File: config.mk
export PLATFORM = sky130hd
export DESIGN_NAME = quadrature_speed_estimator_core
export DESIGN_NICKNAME = d
export VERILOG_FILES = /design/src/rtl/qse_pkg.sv /design/src/rtl/qse_muldiv.sv /design/src/rtl/quadrature_speed_estimator_core.sv
export VERILOG_INCLUDE_DIRS = /design/src /design/src/rtl
export SDC_FILE = /design/constraint.sdc
export NUM_CORES = 1
export LEC_CHECK = 0
export BUFFER_PORTS_ARGS = -buffer_cell sky130_fd_sc_hd__buf_2
export CORE_UTILIZATION = 30
export CTS_CLUSTER_DIAMETER = 50
export DETAILED_ROUTE_END_ITERATION = 10
export SLEW_MARGIN = 10
export SYNTH_ARGS = -nofsm -noshare
export SYNTH_HDL_FRONTEND = slang
export SYNTH_SLANG_ARGS = --single-unit
File: constraint.sdc
create_clock -name i_clk -period 28 [get_ports i_clk]
set_clock_uncertainty 0.15 [all_clocks]
set_input_delay 5.6 -clock i_clk [delete_from_list [all_inputs] [get_ports i_clk]]
set_output_delay 5.6 -clock i_clk [all_outputs]
set_load 0.005 [all_outputs]
File: src/rtl/quadrature_speed_estimator_core_macros.svh
// Assertion macros for the quadrature speed estimator core.
// Included by the top-level RTL file, which carries the concurrent checks; no other dependencies.
`ifndef QUADRATURE_SPEED_ESTIMATOR_CORE_MACROS_SVH
`define QUADRATURE_SPEED_ESTIMATOR_CORE_MACROS_SVH

`ifndef SYNTHESIS

// Same-cycle implication, disabled while reset is asserted.
`define QSE_ASSERT_IMP(label, clk, rst_n, ante, cons) \
    label: assert property (@(posedge clk) disable iff (!rst_n) (ante) |-> (cons)) \
        else $error("qse: same-cycle check failed");

// Next-cycle implication, disabled while reset is asserted.
`define QSE_ASSERT_NXT(label, clk, rst_n, ante, cons) \
    label: assert property (@(posedge clk) disable iff (!rst_n) (ante) |=> (cons)) \
        else $error("qse: next-cycle check failed");

`else

`define QSE_ASSERT_IMP(label, clk, rst_n, ante, cons)
`define QSE_ASSERT_NXT(label, clk, rst_n, ante, cons)

`endif

`endif

File: src/rtl/qse_pkg.sv
// Shared types and constants for the quadrature speed estimator core.
// No dependencies; imported by qse_muldiv and the top level.
`timescale 1ns / 1ps

package qse_pkg;

    // Width of the encoder counter actually used from counter_value.
    localparam int COUNT_WIDTH = 16;
    localparam logic [15:0] CNT_MASK = 16'((33'(1) << COUNT_WIDTH) - 33'(1));

    // Shared unit datapath width and top divider step index.
    localparam int UNIT_W = 64;
    localparam logic [3:0] DIV_TOP = 4'd15;

    // Percent scale factor.
    localparam logic [31:0] PCT_FACTOR = 32'd100;

    // Configuration register indexes.
    localparam logic [1:0] CFG_COUNTS_PER_REV = 2'd0;
    localparam logic [1:0] CFG_RPM_SCALE      = 2'd1;
    localparam logic [1:0] CFG_MAX_SPEED      = 2'd2;

    // Configuration reset values.
    localparam logic [15:0] RST_COUNTS_PER_REV = 16'd1440;
    localparam logic [31:0] RST_RPM_SCALE      = 32'd273067;
    localparam logic [15:0] RST_MAX_SPEED      = 16'd3000;

    typedef enum logic {
        OP_MUL,
        OP_DIV
    } t_op;

    typedef struct packed {
        logic start;
        t_op  op;
    } t_unit_req;

    typedef struct packed {
        logic done;
        logic sat;
    } t_unit_rsp;

    typedef enum logic [3:0] {
        S_IDLE,
        S_WRAP_GO,
        S_WRAP_WAIT,
        S_RPM_GO,
        S_RPM_WAIT,
        S_PCT_GO,
        S_PCT_WAIT,
        S_DIV_GO,
        S_DIV_WAIT,
        S_OUT
    } t_state;

endpackage

File: src/rtl/qse_muldiv.sv
// Iterative shift-add multiplier and restoring divider sharing one 64-bit adder.
// Depends on qse_pkg for the request and response types.
`timescale 1ns / 1ps

module qse_muldiv (
    input  logic                 i_clk,
    input  logic                 i_rst_n,
    input  qse_pkg::t_unit_req   i_req,
    input  logic [63:0]          i_a,      // multiplicand or dividend
    input  logic [31:0]          i_b,      // multiplier, or divisor in the low 16 bits
    output qse_pkg::t_unit_rsp   o_rsp,
    output logic [63:0]          o_result
);
    import qse_pkg::*;

    logic              r_busy;
    logic              r_done;
    logic              r_sat;
    t_op               r_op;
    logic [UNIT_W-1:0] r_x;     // accumulator or partial remainder
    logic [UNIT_W-1:0] r_y;     // shifted multiplicand or shifted divisor
    logic [31:0]       r_z;     // remaining multiplier bits or quotient
    logic [3:0]        r_step;

    logic              w_sub;
    logic [UNIT_W:0]   w_sum;
    logic              w_carry;
    logic              w_mul_end;
    logic              w_div_end;

    // The one shared adder: add for multiply, subtract-and-compare for divide.
    assign w_sub   = (r_op == OP_DIV);
    assign w_sum   = {1'b0, r_x} + {1'b0, (w_sub ? ~r_y : r_y)} + (UNIT_W + 1)'(w_sub);
    assign w_carry = w_sum[UNIT_W];

    // Multiply ends once no multiplier bits remain; divide after the last
    // quotient bit, or early when the top step shows the quotient overflows.
    assign w_mul_end = (r_z == 32'd0);
    assign w_div_end = (r_step == 4'd0) || ((r_step == DIV_TOP) && w_carry);

    // Control state.
    always_ff @(posedge i_clk) begin
        if (!i_rst_n) begin
            r_busy <= 1'b0;
            r_done <= 1'b0;
        end else begin
            r_done <= 1'b0;
            if (i_req.start) begin
                r_busy <= 1'b1;
            end else if (r_busy) begin
                if ((r_op == OP_MUL) ? w_mul_end : w_div_end) begin
                    r_busy <= 1'b0;
                    r_done <= 1'b1;
                end
            end
        end
    end

    // Datapath registers.
    always_ff @(posedge i_clk) begin
        if (i_req.start) begin
            r_op   <= i_req.op;
            r_sat  <= 1'b0;
            r_step <= DIV_TOP;
            if (i_req.op == OP_MUL) begin
                r_x <= '0;
                r_y <= i_a;
                r_z <= i_b;
            end else begin
                r_x <= i_a;
                r_y <= UNIT_W'(i_b[15:0]) << DIV_TOP;
                r_z <= 32'd0;
            end
        end else if (r_busy) begin
            unique case (r_op)
                OP_MUL: begin
                    if (!w_mul_end) begin
                        if (r_z[0]) begin
                            r_x <= w_sum[UNIT_W-1:0];
                        end
                        r_y <= r_y << 1;
                        r_z <= r_z >> 1;
                    end
                end
                OP_DIV: begin
                    if (w_carry) begin
                        r_x <= w_sum[UNIT_W-1:0];
                    end
                    r_z <= {r_z[30:0], w_carry};
                    r_y <= r_y >> 1;
                    if ((r_step == DIV_TOP) && w_carry) begin
                        r_sat <= 1'b1;
                    end
                    if (r_step != 4'd0) begin
                        r_step <= r_step - 4'd1;
                    end
                end
                default: begin
                    r_z <= r_z;
                end
            endcase
        end
    end

    assign o_rsp.done = r_done;
    assign o_rsp.sat  = r_sat;
    assign o_result   = (r_op == OP_MUL) ? r_x : UNIT_W'(r_z[15:0]);

endmodule

File: src/rtl/quadrature_speed_estimator_core.sv
// Quadrature encoder speed estimator (M method): count delta to rpm and percent.
// A priming request skips the arithmetic and goes straight to the output state.
// Requests are taken one at a time, only in the idle state; the shared multiply/divide
// unit runs four bit-serial passes (wrap product, rpm scaling, times 100, 16-step division).
// A finished result may wait in the output register while the next request is taken.
// Reset (synchronous, active low) restores default registers, clears the count and primed flag.
`timescale 1ns / 1ps

`include "quadrature_speed_estimator_core_macros.svh"

module quadrature_speed_estimator_core (
    input  logic        i_clk,
    input  logic        i_rst_n,
    // Input request channel.
    input  logic        i_s_tvalid,
    output logic        o_s_tready,
    input  logic [31:0] i_s_tdata,   // [15:0] counter_value, [16] count_down,
                                     // [24:17] wrap_count, [31:25] zero
    // Result channel.
    output logic        o_m_tvalid,
    input  logic        i_m_tready,
    output logic [47:0] o_m_tdata,   // [31:0] speed_rpm_q8, [47:32] speed_percent_q8
    output logic [0:0]  o_m_tuser,   // [0] first_sample
    // Configuration write channel.
    input  logic        i_cfg_valid,
    output logic        o_cfg_ready,
    input  logic [1:0]  i_cfg_index,
    input  logic [31:0] i_cfg_data
);
    import qse_pkg::*;

    t_state      r_state;
    t_state      n_state;

    // Configuration and persistent state.
    logic [15:0] r_cpr;
    logic [31:0] r_scale;
    logic [15:0] r_max;
    logic [15:0] r_prev;
    logic        r_primed;

    // Per-request working registers.
    logic [15:0] r_cur;
    logic [15:0] r_prev_old;
    logic        r_down;
    logic [7:0]  r_wraps;
    logic        r_first;
    logic        r_neg;
    logic [24:0] r_mag;
    logic [30:0] r_rpm;
    logic [38:0] r_dividend;
    logic [14:0] r_pct;

    // Output register.
    logic        r_m_valid;
    logic [47:0] r_m_data;
    logic        r_m_first;

    // Shared unit interface.
    t_unit_req   w_req;
    t_unit_rsp   w_rsp;
    logic [63:0] w_ua;
    logic [31:0] w_ub;
    logic [63:0] w_ures;

    logic        w_in_acc;
    logic        w_out_free;
    logic        w_unit_wait;
    logic [15:0] w_cnt;
    logic [25:0] w_prod_wrap;
    logic [25:0] w_delta;
    logic [25:0] w_abs;
    logic [57:0] w_rnd;
    logic [49:0] w_rpm_full;
    logic [30:0] w_rpm_next;
    logic [38:0] w_div_next;
    logic [14:0] w_pct_next;
    logic [31:0] w_rpm_ext;
    logic [31:0] w_rpm_bits;
    logic [15:0] w_pct_ext;
    logic [15:0] w_pct_bits;

    qse_muldiv u_muldiv (
        .i_clk    (i_clk),
        .i_rst_n  (i_rst_n),
        .i_req    (w_req),
        .i_a      (w_ua),
        .i_b      (w_ub),
        .o_rsp    (w_rsp),
        .o_result (w_ures)
    );

    assign w_in_acc   = i_s_tvalid && o_s_tready;
    assign w_out_free = !r_m_valid || i_m_tready;
    assign w_cnt      = i_s_tdata[15:0] & CNT_MASK;

    // The sequencer is waiting on a pass of the shared unit.
    assign w_unit_wait = (r_state == S_WRAP_WAIT) || (r_state == S_RPM_WAIT) ||
                         (r_state == S_PCT_WAIT) || (r_state == S_DIV_WAIT);

    // Next state.
    always_comb begin
        n_state = r_state;
        unique case (r_state)
            S_IDLE: begin
                if (w_in_acc) begin
                    n_state = r_primed ? S_WRAP_GO : S_OUT;
                end
            end
            S_WRAP_GO:   n_state = S_WRAP_WAIT;
            S_WRAP_WAIT: n_state = w_rsp.done ? S_RPM_GO : S_WRAP_WAIT;
            S_RPM_GO:    n_state = S_RPM_WAIT;
            S_RPM_WAIT:  n_state = w_rsp.done ? S_PCT_GO : S_RPM_WAIT;
            S_PCT_GO:    n_state = S_PCT_WAIT;
            S_PCT_WAIT:  n_state = w_rsp.done ? S_DIV_GO : S_PCT_WAIT;
            S_DIV_GO:    n_state = S_DIV_WAIT;
            S_DIV_WAIT:  n_state = w_rsp.done ? S_OUT : S_DIV_WAIT;
            S_OUT:       n_state = w_out_free ? S_IDLE : S_OUT;
            default:     n_state = S_IDLE;
        endcase
    end

    // State outputs: input ready and shared unit requests.
    always_comb begin
        o_s_tready = 1'b0;
        w_req.start = 1'b0;
        w_req.op    = OP_MUL;
        w_ua        = '0;
        w_ub        = '0;
        unique case (r_state)
            S_IDLE: o_s_tready = 1'b1;
            S_WRAP_GO: begin
                w_req.start = 1'b1;
                w_ua        = 64'(r_cpr);
                w_ub        = 32'(r_wraps);
            end
            S_RPM_GO: begin
                w_req.start = 1'b1;
                w_ua        = 64'(r_scale);
                w_ub        = 32'(r_mag);
            end
            S_PCT_GO: begin
                w_req.start = 1'b1;
                w_ua        = 64'(r_rpm);
                w_ub        = PCT_FACTOR;
            end
            S_DIV_GO: begin
                w_req.start = 1'b1;
                w_req.op    = OP_DIV;
                w_ua        = 64'(r_dividend);
                w_ub        = 32'(r_max);
            end
            default: o_s_tready = 1'b0;
        endcase
    end

    // Signed delta: plain difference plus or minus whole revolutions.
    assign w_prod_wrap = 26'(w_ures[23:0]);
    assign w_delta = 26'(r_cur) - 26'(r_prev_old)
                   + (r_down ? (26'd0 - w_prod_wrap) : w_prod_wrap);
    assign w_abs   = w_delta[25] ? (26'd0 - w_delta) : w_delta;

    // Rpm magnitude rounded to nearest, saturated to 31 bits.
    assign w_rnd      = {1'b0, w_ures[56:0]} + 58'd128;
    assign w_rpm_full = w_rnd[57:8];
    assign w_rpm_next = (|w_rpm_full[49:31]) ? {31{1'b1}} : w_rpm_full[30:0];

    // Dividend for the percent, with half the divisor added for rounding.
    assign w_div_next = {1'b0, w_ures[37:0]} + 39'(r_max[15:1]);

    // Percent magnitude; zero speed stays zero even with a zero maximum.
    assign w_pct_next = (r_rpm == 31'd0) ? 15'd0 :
                        (w_rsp.sat ? {15{1'b1}} : w_ures[14:0]);

    // Apply the sign of the delta to both results.
    assign w_rpm_ext  = {1'b0, r_rpm};
    assign w_rpm_bits = r_neg ? (32'd0 - w_rpm_ext) : w_rpm_ext;
    assign w_pct_ext  = {1'b0, r_pct};
    assign w_pct_bits = r_neg ? (16'd0 - w_pct_ext) : w_pct_ext;

    // Control state, configuration, persistent count and output valid.
    always_ff @(posedge i_clk) begin
        if (!i_rst_n) begin
            r_state   <= S_IDLE;
            r_cpr     <= RST_COUNTS_PER_REV;
            r_scale   <= RST_RPM_SCALE;
            r_max     <= RST_MAX_SPEED;
            r_prev    <= 16'd0;
            r_primed  <= 1'b0;
            r_m_valid <= 1'b0;
        end else begin
            r_state <= n_state;
            if (i_cfg_valid && o_cfg_ready) begin
                unique case (i_cfg_index)
                    CFG_COUNTS_PER_REV: r_cpr   <= i_cfg_data[15:0];
                    CFG_RPM_SCALE:      r_scale <= i_cfg_data;
                    CFG_MAX_SPEED:      r_max   <= i_cfg_data[15:0];
                    default:            r_cpr   <= r_cpr;
                endcase
            end
            if (w_in_acc) begin
                r_prev   <= w_cnt;
                r_primed <= 1'b1;
            end
            if ((r_state == S_OUT) && w_out_free) begin
                r_m_valid <= 1'b1;
            end else if (i_m_tready) begin
                r_m_valid <= 1'b0;
            end
        end
    end

    // Working registers, loaded on acceptance, after each shared unit pass and at output.
    always_ff @(posedge i_clk) begin
        if (w_in_acc) begin
            r_cur      <= w_cnt;
            r_prev_old <= r_prev;
            r_down     <= i_s_tdata[16];
            r_wraps    <= i_s_tdata[24:17];
            r_first    <= !r_primed;
        end
        if ((r_state == S_WRAP_WAIT) && w_rsp.done) begin
            r_neg <= w_delta[25];
            r_mag <= w_abs[24:0];
        end
        if ((r_state == S_RPM_WAIT) && w_rsp.done) begin
            r_rpm <= w_rpm_next;
        end
        if ((r_state == S_PCT_WAIT) && w_rsp.done) begin
            r_dividend <= w_div_next;
        end
        if ((r_state == S_DIV_WAIT) && w_rsp.done) begin
            r_pct <= w_pct_next;
        end
        if ((r_state == S_OUT) && w_out_free) begin
            r_m_data  <= r_first ? 48'd0 : {w_pct_bits, w_rpm_bits};
            r_m_first <= r_first;
        end
    end

    assign o_m_tvalid  = r_m_valid;
    assign o_m_tdata   = r_m_data;
    assign o_m_tuser   = r_m_first;
    assign o_cfg_ready = 1'b1;

    // A priming request skips all arithmetic passes.
    `QSE_ASSERT_NXT(a_prime_skips, i_clk, i_rst_n, w_in_acc && !r_primed, r_state == S_OUT)

    // The shared unit only reports completion while the sequencer waits on it.
    `QSE_ASSERT_IMP(a_done_in_wait, i_clk, i_rst_n, w_rsp.done, w_unit_wait)

    // A priming result carries zero speed.
    `QSE_ASSERT_IMP(a_first_zero, i_clk, i_rst_n, o_m_tvalid && o_m_tuser[0], o_m_tdata == 48'd0)

    // Leaving the output state always presents a result.
    `QSE_ASSERT_NXT(a_out_loads, i_clk, i_rst_n, (r_state == S_OUT) && w_out_free, o_m_tvalid)

endmodule
==> results of run 1 <==
-- final timing paths --
kind,from,endpoint,cells after the start
max,r_state[1],o_s_tready,2
min,r_prev[13],r_prev_old[13],0
max reg2reg,u_muldiv.r_op,r_mag[24],18
min reg2reg,r_prev[13],r_prev_old[13],0
-- worst reg2reg max path, stage by stage (launching register included) --
cell	delay, ns
edfxtp_1	0.33
buf_4	0.37
buf_4	0.65
buf_4	0.70
buf_4	0.74
mux2_2	0.51
o31ai_1	0.24
a21oi_1	0.09
o21ai_0	0.52
ha_1	0.40
and3_1	0.24
and2_1	0.18
nor2b_1	0.13
a311o_1	0.36
or3_1	0.33
a21oi_1	0.23
and4bb_2	0.30
a41oi_1	0.14
xor2_1	0.19
-- synthesized netlist by cell type, types with 28 or more instances --
master | count | area, µm²
nand2_1 | 428 | 1610
edfxtp_1 | 363 | 10900
nor2_1 | 268 | 1010
o21ai_0 | 195 | 976
xor2_1 | 158 | 1380
a21oi_1 | 147 | 736
xnor2_1 | 132 | 1160
ha_1 | 130 | 1630
clkbuf_1 | 109 | 409
mux2i_1 | 107 | 1070
inv_1 | 99 | 372
dfxtp_1 | 93 | 1860
nand3_1 | 83 | 415
a21boi_0 | 70 | 526
nor3_1 | 56 | 280
nand4_1 | 44 | 275
a21o_1 | 36 | 270
a221o_1 | 34 | 340
nor2b_1 | 31 | 194
o21bai_1 | 28 | 210
-- layout by cell type (no fill, tap or decap), types with 27 or more instances in the layout --
master / n
buf_2: 114
xnor2_1: 132
inv_1: 98
mux2i_1: 107
ha_1: 130
nand3_1: 83
a221o_1: 34
clkbuf_16: 61
o21ai_0: 194
dfxtp_1: 93
buf_4: 35
xor2_1: 158
nor2_1: 264
nor3_1: 52
a21o_1: 36
edfxtp_1: 363
nand2_1: 427
nor2b_1: 30
o31ai_1: 27
nand4_1: 44
a21boi_0: 70
o21bai_1: 28
a21oi_1: 147
-- flip-flops by register name, summed over array words and instances (netlist names), 4 cells and up --
name and flops:
o_m_tdata 48, r_cpr 16, r_cur 16, r_dividend 39, r_mag 25, r_max 16
r_pct 15, r_prev 16, r_prev_old 16, r_rpm 31, r_scale 32, r_state 4
r_wraps 8, u_muldiv.r_step 4, u_muldiv.r_x 64, u_muldiv.r_y 64, u_muldiv.r_z 32
-- cells by family (layout without fill, tap and decap cells) --
family,Yosys count,count (layout),synth area share
fa+ha+maj,134,134,0.0595
flops,456,456,0.445
other cells,1,2,0.000131
buf+inv,246,361,0.0339
xor+xnor,290,290,0.0885
compound gates,693,693,0.158
mux,119,119,0.0422
simple gates,1077,1077,0.173
-- area by class of cell --
type                       count  area share
clock buffer                  82      0.0518
inverter                     101      0.0117
multi-input combinational   2314       0.462
clock inverter                29     0.00800
timing repair buffer         149      0.0256
sequential                   456       0.392
antenna                        1   0.0000769
tap                         1265      0.0486
-- per-layer routing --
metal	track usage	part of all wire
met5	0	0
met3	0.0281	0.066
met1	0.234	0.46
met4	0.0533	0.026
met2	0.257	0.45
-- metrics by stage --
step	instances	worst slack (ns)	instance area (µm²)
3_5_place_dp	4285	20.24	30600
2_1_floorplan	3016	17.94	28700
6_report	4397	20.46	32500
3_3_place_gp	4285	20.30	30600
4_1_cts	4396	20.43	32500
5_1_grt	4396	20.33	32500
==> results.tsv, run 1 <==
metric	value	unit
cell-by-cell trace of the critical path	nor4_1 > buf_2	
clock root buffer	clkbuf_16	
# hold bufs at CTS	0	
Post-CTS Setup Bufs	0	
initial antenna violation count	0	
Port Buffer Count	114	
number of fill cells in the layout	9629	
WL final	82.5	mm
Final Hold Viols	0	
Worst Hold Slack	0.272	ns
Multi-input gate area	0.0150	mm²
remaining routing DRC violations	0	
FF/Latch Area	0.0128	mm²
PostCTS Resize Cnt	0	
CTS tree	yes	
Synthesized Nets	3221	
Max-cap violations	0	
DR vias/cell	5.18	
top_reg_cell synth	edfxtp_1	
setup violators final	0	
Mean Syn Cell Area	9.51	µm²
Worst Path Required	22.25	ns
count of cell types in the netlist	88	
Worst Setup Start Kind	flop	
initial drt markers	2089	
Highest Clock Rate	133	MHz
Die Width	311	µm
WP buf/inv	1	
RSZ-0062 raised after global routing	no	
DP HPWL	61.7	mm
Synth Cell Area	0.0287	mm²
Seq/Total Area, Yosys	0.445	
Final ANT Viol Nets	0	
clock slew at reported path FFs	0.06	ns
Initial Util	0.302	
die area	0.0969	mm²
Die Ht	311	µm
share of flip-flops with an asynchronous set or reset	0	
IO Count	123	
clk buf depth	3	
crit path time final	7.54	ns
Synth-to-Final Area Change	13.4	%
largest net degree at the start of global routing	87	
# clock sinks	456	
core area	0.0949	mm²
crit share post-route	0.269	
CP endpoint kind	primary output	
max-slew violations	0	
Slew HR	0.207	
layout net count	3286	
number of synthesized flops with an enable pin	363	
Cell Rows	113	
Yosys warning total	0	
Core Util, Final	0.343	
Slew @ Worst Pin	1.16	ns
Setup CP Type	reg -> out	
reg-to-reg setup timing slack	20.90	ns
CP Max Fanout	12	
fraction of layout cells with a size suffix above 1	0.0952	
Worst path slowest cell	nor4_1	
setup TNS	0	ns
Vias	22800	
GRT Overall Usage	0.166	
clk_lat worst skew	0.64	ns
CP peak stage delay	0.50	ns
status	finished clean	
Worst Path Arrival	1.79	ns
synthesis-stage register bit count	456	
CTS Buf Count	59	
Final GP Congestion	0.928	
vias in the first global route	21600	
drt first pass iters	6	
first-pass GRT wire length	126	mm
class of the most critical hold timing path	reg -> reg	
Post-Syn Instances	3016	
Top delay family on crit path	simple AND/OR/NAND/NOR gates	
H-tree depth	2	
Congestion Overflow GR	0	
Routed WL per cell	18.8	µm
Power of run 1 is not shown: default switching activity piles up to over one toggle a cycle in this logic, so the estimate is an artifact.
==> run 2, diff against run 1 <==
==> constraint.sdc (replaced) <==
create_clock -name i_clk -period 6.6 [get_ports i_clk]
set_clock_uncertainty 0.15 [all_clocks]
set_input_delay 1.32 -clock i_clk [delete_from_list [all_inputs] [get_ports i_clk]]
set_output_delay 1.32 -clock i_clk [all_outputs]
set_load 0.005 [all_outputs]
==> results.tsv, run 2 (synthesis gave the netlist of run 1 again) <==
metric	value	unit	change
largest net degree at the start of global routing	82		was 87
CP peak stage delay	0.65	ns	was 0.50 ns
CTS Buf Count	59		unchanged
Routed WL per cell	18.9	µm	was 18.8 µm
Post-CTS Setup Bufs	0		unchanged
CP Depth	21		was 2
WL met1	38.2	mm	was 38.0 mm
fraction of layout cells with a size suffix above 1	0.0996		was 0.0952
Slew HR	0.263		was 0.207
core area	0.0949	mm²	unchanged
Synth-to-Final Area Change	14.3	%	was 13.4%
commonest cells after routing, fill and taps aside	nand2_1 (427), edfxtp_1 (363), nor2_1 (264), o21ai_0 (194), xor2_1 (158)		unchanged
Final ANT Viol Nets	0		unchanged
WL final	83.2	mm	was 82.5 mm
status	finished clean		unchanged
remaining routing DRC violations	0		unchanged
Worst Setup Start Kind	flop		unchanged
Worst path slowest cell	edfxtp_1		was nor4_1
drt first pass iters	5		was 6
DR vias/cell	5.20		was 5.18
clock slew at reported path FFs	0.06	ns	about the same
Final GP Congestion	0.944		was 0.928
PostCTS Resize Cnt	0		unchanged
Initial Util	0.302		unchanged
initial drt markers	1971		was 2089
cell-by-cell trace of the critical path	buf_4 > inv_1 > a21boi_0 > buf_4 > ha_1 > nand2_1 > nor3_2 > nand3_1 > or3_1 > o21ai_1 > xnor2_1 > ha_1 > and3_1 > and2_1 > nor2b_1 > a311o_1 > or3_1 > a21oi_1 > and4bb_2 > a41oi_1 > xor2_1		was nor4_1 > buf_2
Reg2Reg Depth	21		was 18
initial antenna violation count	3		was 0
first-pass GRT wire length	128	mm	was 126 mm
clock root buffer	clkbuf_16		unchanged
die area	0.0969	mm²	unchanged
Port Buffer Count	114		unchanged
vias in the first global route	21800		was 21600
CP Max Fanout	27		was 12
Die Width	311	µm	unchanged
DP HPWL	62.5	mm	was 61.7 mm
layout net count	3298		was 3286
most common cell after layout, fill and taps aside	nand2_1		unchanged
IO Count	123		unchanged
Congestion Overflow GR	0		unchanged
routed wl met3	5.95	mm	was 5.47 mm
Worst Path Required	6.81	ns	was 22.25 ns
Worst Path Arrival	6.31	ns	was 1.79 ns
routed wl met2	36.9	mm	was 36.8 mm
top routing layer used	met5		was met4
Die Ht	311	µm	unchanged
crit share post-route	0.924		
Vias	22900		was 22800
CP endpoint kind	flop		was primary output
Top delay family on crit path	simple AND/OR/NAND/NOR gates		unchanged
H-tree depth	2		unchanged
clk buf depth	3		unchanged
Setup CP Type	reg -> reg		was reg -> out
RSZ-0062 raised after global routing	no		unchanged
Max-cap violations	0		unchanged
Cells on Worst Hold Path	0		unchanged
GRT Overall Usage	0.169		was 0.166
Cell Rows	113		unchanged
max-slew violations	0		unchanged
# hold bufs at CTS	0		unchanged
# clock sinks	456		unchanged
WP buf/inv	3		was 1
Slew @ Worst Pin	1.10	ns	was 1.16 ns
Final Hold Viols	0		unchanged
clk_lat worst skew	0.67	ns	was 0.64 ns
setup violators final	0		unchanged
Highest Clock Rate	164	MHz	
class of the most critical hold timing path	reg -> reg		unchanged
crit path time final	6.10	ns	
CTS tree	yes		unchanged
setup TNS	0	ns	unchanged
run 2: final cells by class:
cell class	instances	area [µm²]
antenna	1	2.50
clock inverter	37	465
tap	1265	1580
clock buffer	74	1610
inverter	101	382
sequential	456	12800
multi-input combinational	2314	15000
timing repair buffer	161	936
fill	9659	62100
run 2: final timing paths:
| kind | slack, ns | from | endpoint |
|---|---|---|---|
| hold reg to reg | 0.27 | r_prev[12] | r_prev_old[12] |
| hold / removal | 0.27 | r_prev[12] | r_prev_old[12] |
| setup reg to reg | 0.50 | u_muldiv.r_op | r_mag[24] |
| setup / recovery | 0.50 | u_muldiv.r_op | r_mag[24] |
run 2: metrics by stage:
step	cell area (µm²)	hold slack [ns]	cells	worst slack, ns	util
2_1_floorplan	28700	0.258	3016	0.0970	-
3_3_place_gp	30700	0.261	4297	0.613	0.324
3_5_place_dp	30700	0.265	4297	0.621	0.324
4_1_cts	32800	0.273	4408	0.580	0.345
5_1_grt	32800	0.288	4408	0.00396	0.345
6_report	32800	0.273	4409	0.500	0.346
run 2: routing by layer:
metal  global-route usage  up-vias
met3               0.0332      130
met5                    0        -
met4               0.0486        2
li1                     -    11100
met2                0.260      744
met1                0.238    10900
Power of run 2 is left out for the same reason.
==> run 3, diff against run 2 <==
--- a/config.mk
+++ b/config.mk
@@ -8,8 +8,9 @@
 export LEC_CHECK = 0
 export BUFFER_PORTS_ARGS = -buffer_cell sky130_fd_sc_hd__buf_2
 export CORE_UTILIZATION = 30
-export CTS_CLUSTER_DIAMETER = 50
+export CTS_CLUSTER_DIAMETER = 40
 export DETAILED_ROUTE_END_ITERATION = 10
+export RECOVER_POWER = 25
 export SLEW_MARGIN = 10
 export SYNTH_ARGS = -nofsm -noshare
 export SYNTH_HDL_FRONTEND = slang
==> results.tsv, run 3 (synthesis gave the netlist of run 1 again) <==
metric	value	unit	change
status	complete, but fails checks		was finished clean
failing checks	max-capacitance violations, max-slew violations		
# clock sinks	456		unchanged
fraction of layout cells with a size suffix above 1	0.0997		was 0.0996
Congestion Overflow GR	0		unchanged
Worst Path Required	6.80	ns	was 6.81 ns
Reg2Reg Depth	18		was 21
die area	0.0969	mm²	unchanged
Worst Path Arrival	6.35	ns	was 6.31 ns
Place WS	0.621	ns	unchanged
remaining routing DRC violations	0		unchanged
DP HPWL	62.5	mm	unchanged
Post-CTS Setup Bufs	0		unchanged
Setup CP Type	reg -> reg		unchanged
clock root buffer	clkbuf_16		unchanged
Vias	23200		was 22900
GRT Overall Usage	0.170		was 0.169
largest net degree at the start of global routing	82		unchanged
CP endpoint kind	flop		unchanged
clk_lat worst skew	0.66	ns	was 0.67 ns
core area	0.0949	mm²	unchanged
class of the most critical hold timing path	reg -> reg		unchanged
Initial Util	0.302		unchanged
post-layout worst setup margin	0.450	ns	was 0.500 ns
Slew HR	-1.27		was 0.263
clock slew at reported path FFs	0.05	ns	was 0.06 ns
Die Ht	311	µm	unchanged
most common cell after layout, fill and taps aside	nand2_1		unchanged
H-tree depth	3		was 2
Cells on Worst Hold Path	0		unchanged
Die Width	311	µm	unchanged
Final GP Congestion	0.944		unchanged
Port Buffer Count	114		unchanged
Core Util, Final	0.351		was 0.346
drt first pass iters	6		was 5
initial drt markers	2001		was 1971
CP Max Fanout	11		was 27
Final Hold Viols	0		unchanged
Routed WL per cell	18.9	µm	about the same
max-slew violations	236		was 0
Max-cap violations	5		was 0
Synth-to-Final Area Change	16.1	%	was 14.3%
layout net count	3313		was 3298
Slew @ Worst Pin	3.40	ns	was 1.10 ns
# hold bufs at CTS	0		unchanged
vias in the first global route	21900		was 21800
DR vias/cell	5.22		was 5.20
initial antenna violation count	1		was 3
Worst Setup Start Kind	flop		unchanged
crit path time final	6.15	ns	was 6.10 ns
Cell Rows	113		unchanged
Final ANT Viol Nets	0		unchanged
Highest Clock Rate	163	MHz	was 164 MHz
CTS Buf Count	74		was 59
setup violators final	0		unchanged
setup TNS	0	ns	unchanged
clk buf depth	3		unchanged
crit share post-route	0.932		was 0.924
RSZ-0062 raised after global routing	no		unchanged
commonest cells after routing, fill and taps aside	nand2_1 (427), edfxtp_1 (363), nor2_1 (264), o21ai_0 (194), xor2_1 (158)		unchanged
CTS tree	yes		unchanged
WL final	83.6	mm	was 83.2 mm
first-pass GRT wire length	129	mm	was 128 mm
IO Count	123		unchanged
## run 3: cell types whose count changed in the layout (fill, tap and decap cells not counted), sizes merged
| cell | delta |
|---|---|
| inv | -1 |
| clkinvlp | -2 |
| buf | -23 |
| bufinv | -1 |
| clkbuf | +39 |
| clkinv | +15 |
## run 3: area by class of cell
class	count	area [µm²]
diodes	1	2.50
clock buffers	90	2040
clock inverters	48	616
fillers	9595	61600
inverters	101	382
multi-input cells	2314	15000
flip-flops and latches	456	12800
well taps	1265	1580
repair buffers	161	887
## run 3: worst paths after layout
check | startpoint | slack (ns) | endpoint
setup / recovery | u_muldiv.r_op | 0.45 | r_mag[24]
hold / removal | r_prev[12] | 0.28 | r_prev_old[12]
setup reg to reg | u_muldiv.r_op | 0.45 | r_mag[24]
hold reg to reg | r_prev[12] | 0.28 | r_prev_old[12]
## run 3: through the flow
step	hold WS, ns	cells	cell area (µm²)
2_1_floorplan	0.258	3016	28700
3_3_place_gp	0.261	4297	30700
3_5_place_dp	0.265	4297	30700
4_1_cts	0.278	4435	33400
5_1_grt	0.289	4435	33300
6_report	0.276	4436	33300
## run 3: repair_timing
action	4_1_cts	5_1_grt
gates resized for setup	0	1
endpoints found under the setup margin	0	1
endpoints found under the hold margin	0	0
## run 3: metal layers
layer | track usage | vias to the layer above | wire (µm)
li1 | - | 11200 | -
met1 | 0.242 | 11100 | 39000
met3 | 0.0297 | 134 | 5510
met4 | 0.0511 | 0 | 2020
met5 | 0 | - | 0
met2 | 0.261 | 771 | 37100
## run 3: critical path, stage by stage (launching register included)
cell	delay, ns
edfxtp_1	0.66
mux2_2	0.46
or4_1	0.60
nor2_1	0.16
nand3_1	0.15
or3_1	0.47
o31ai_1	0.23
a21oi_1	0.09
o21ai_0	0.41
ha_1	0.37
and3_1	0.23
and2_1	0.19
nor2b_1	0.14
a311o_1	0.37
or3_1	0.34
a21oi_1	0.23
and4bb_2	0.29
a41oi_1	0.13
xor2_1	0.19
Power of run 3 is left out for the same reason.
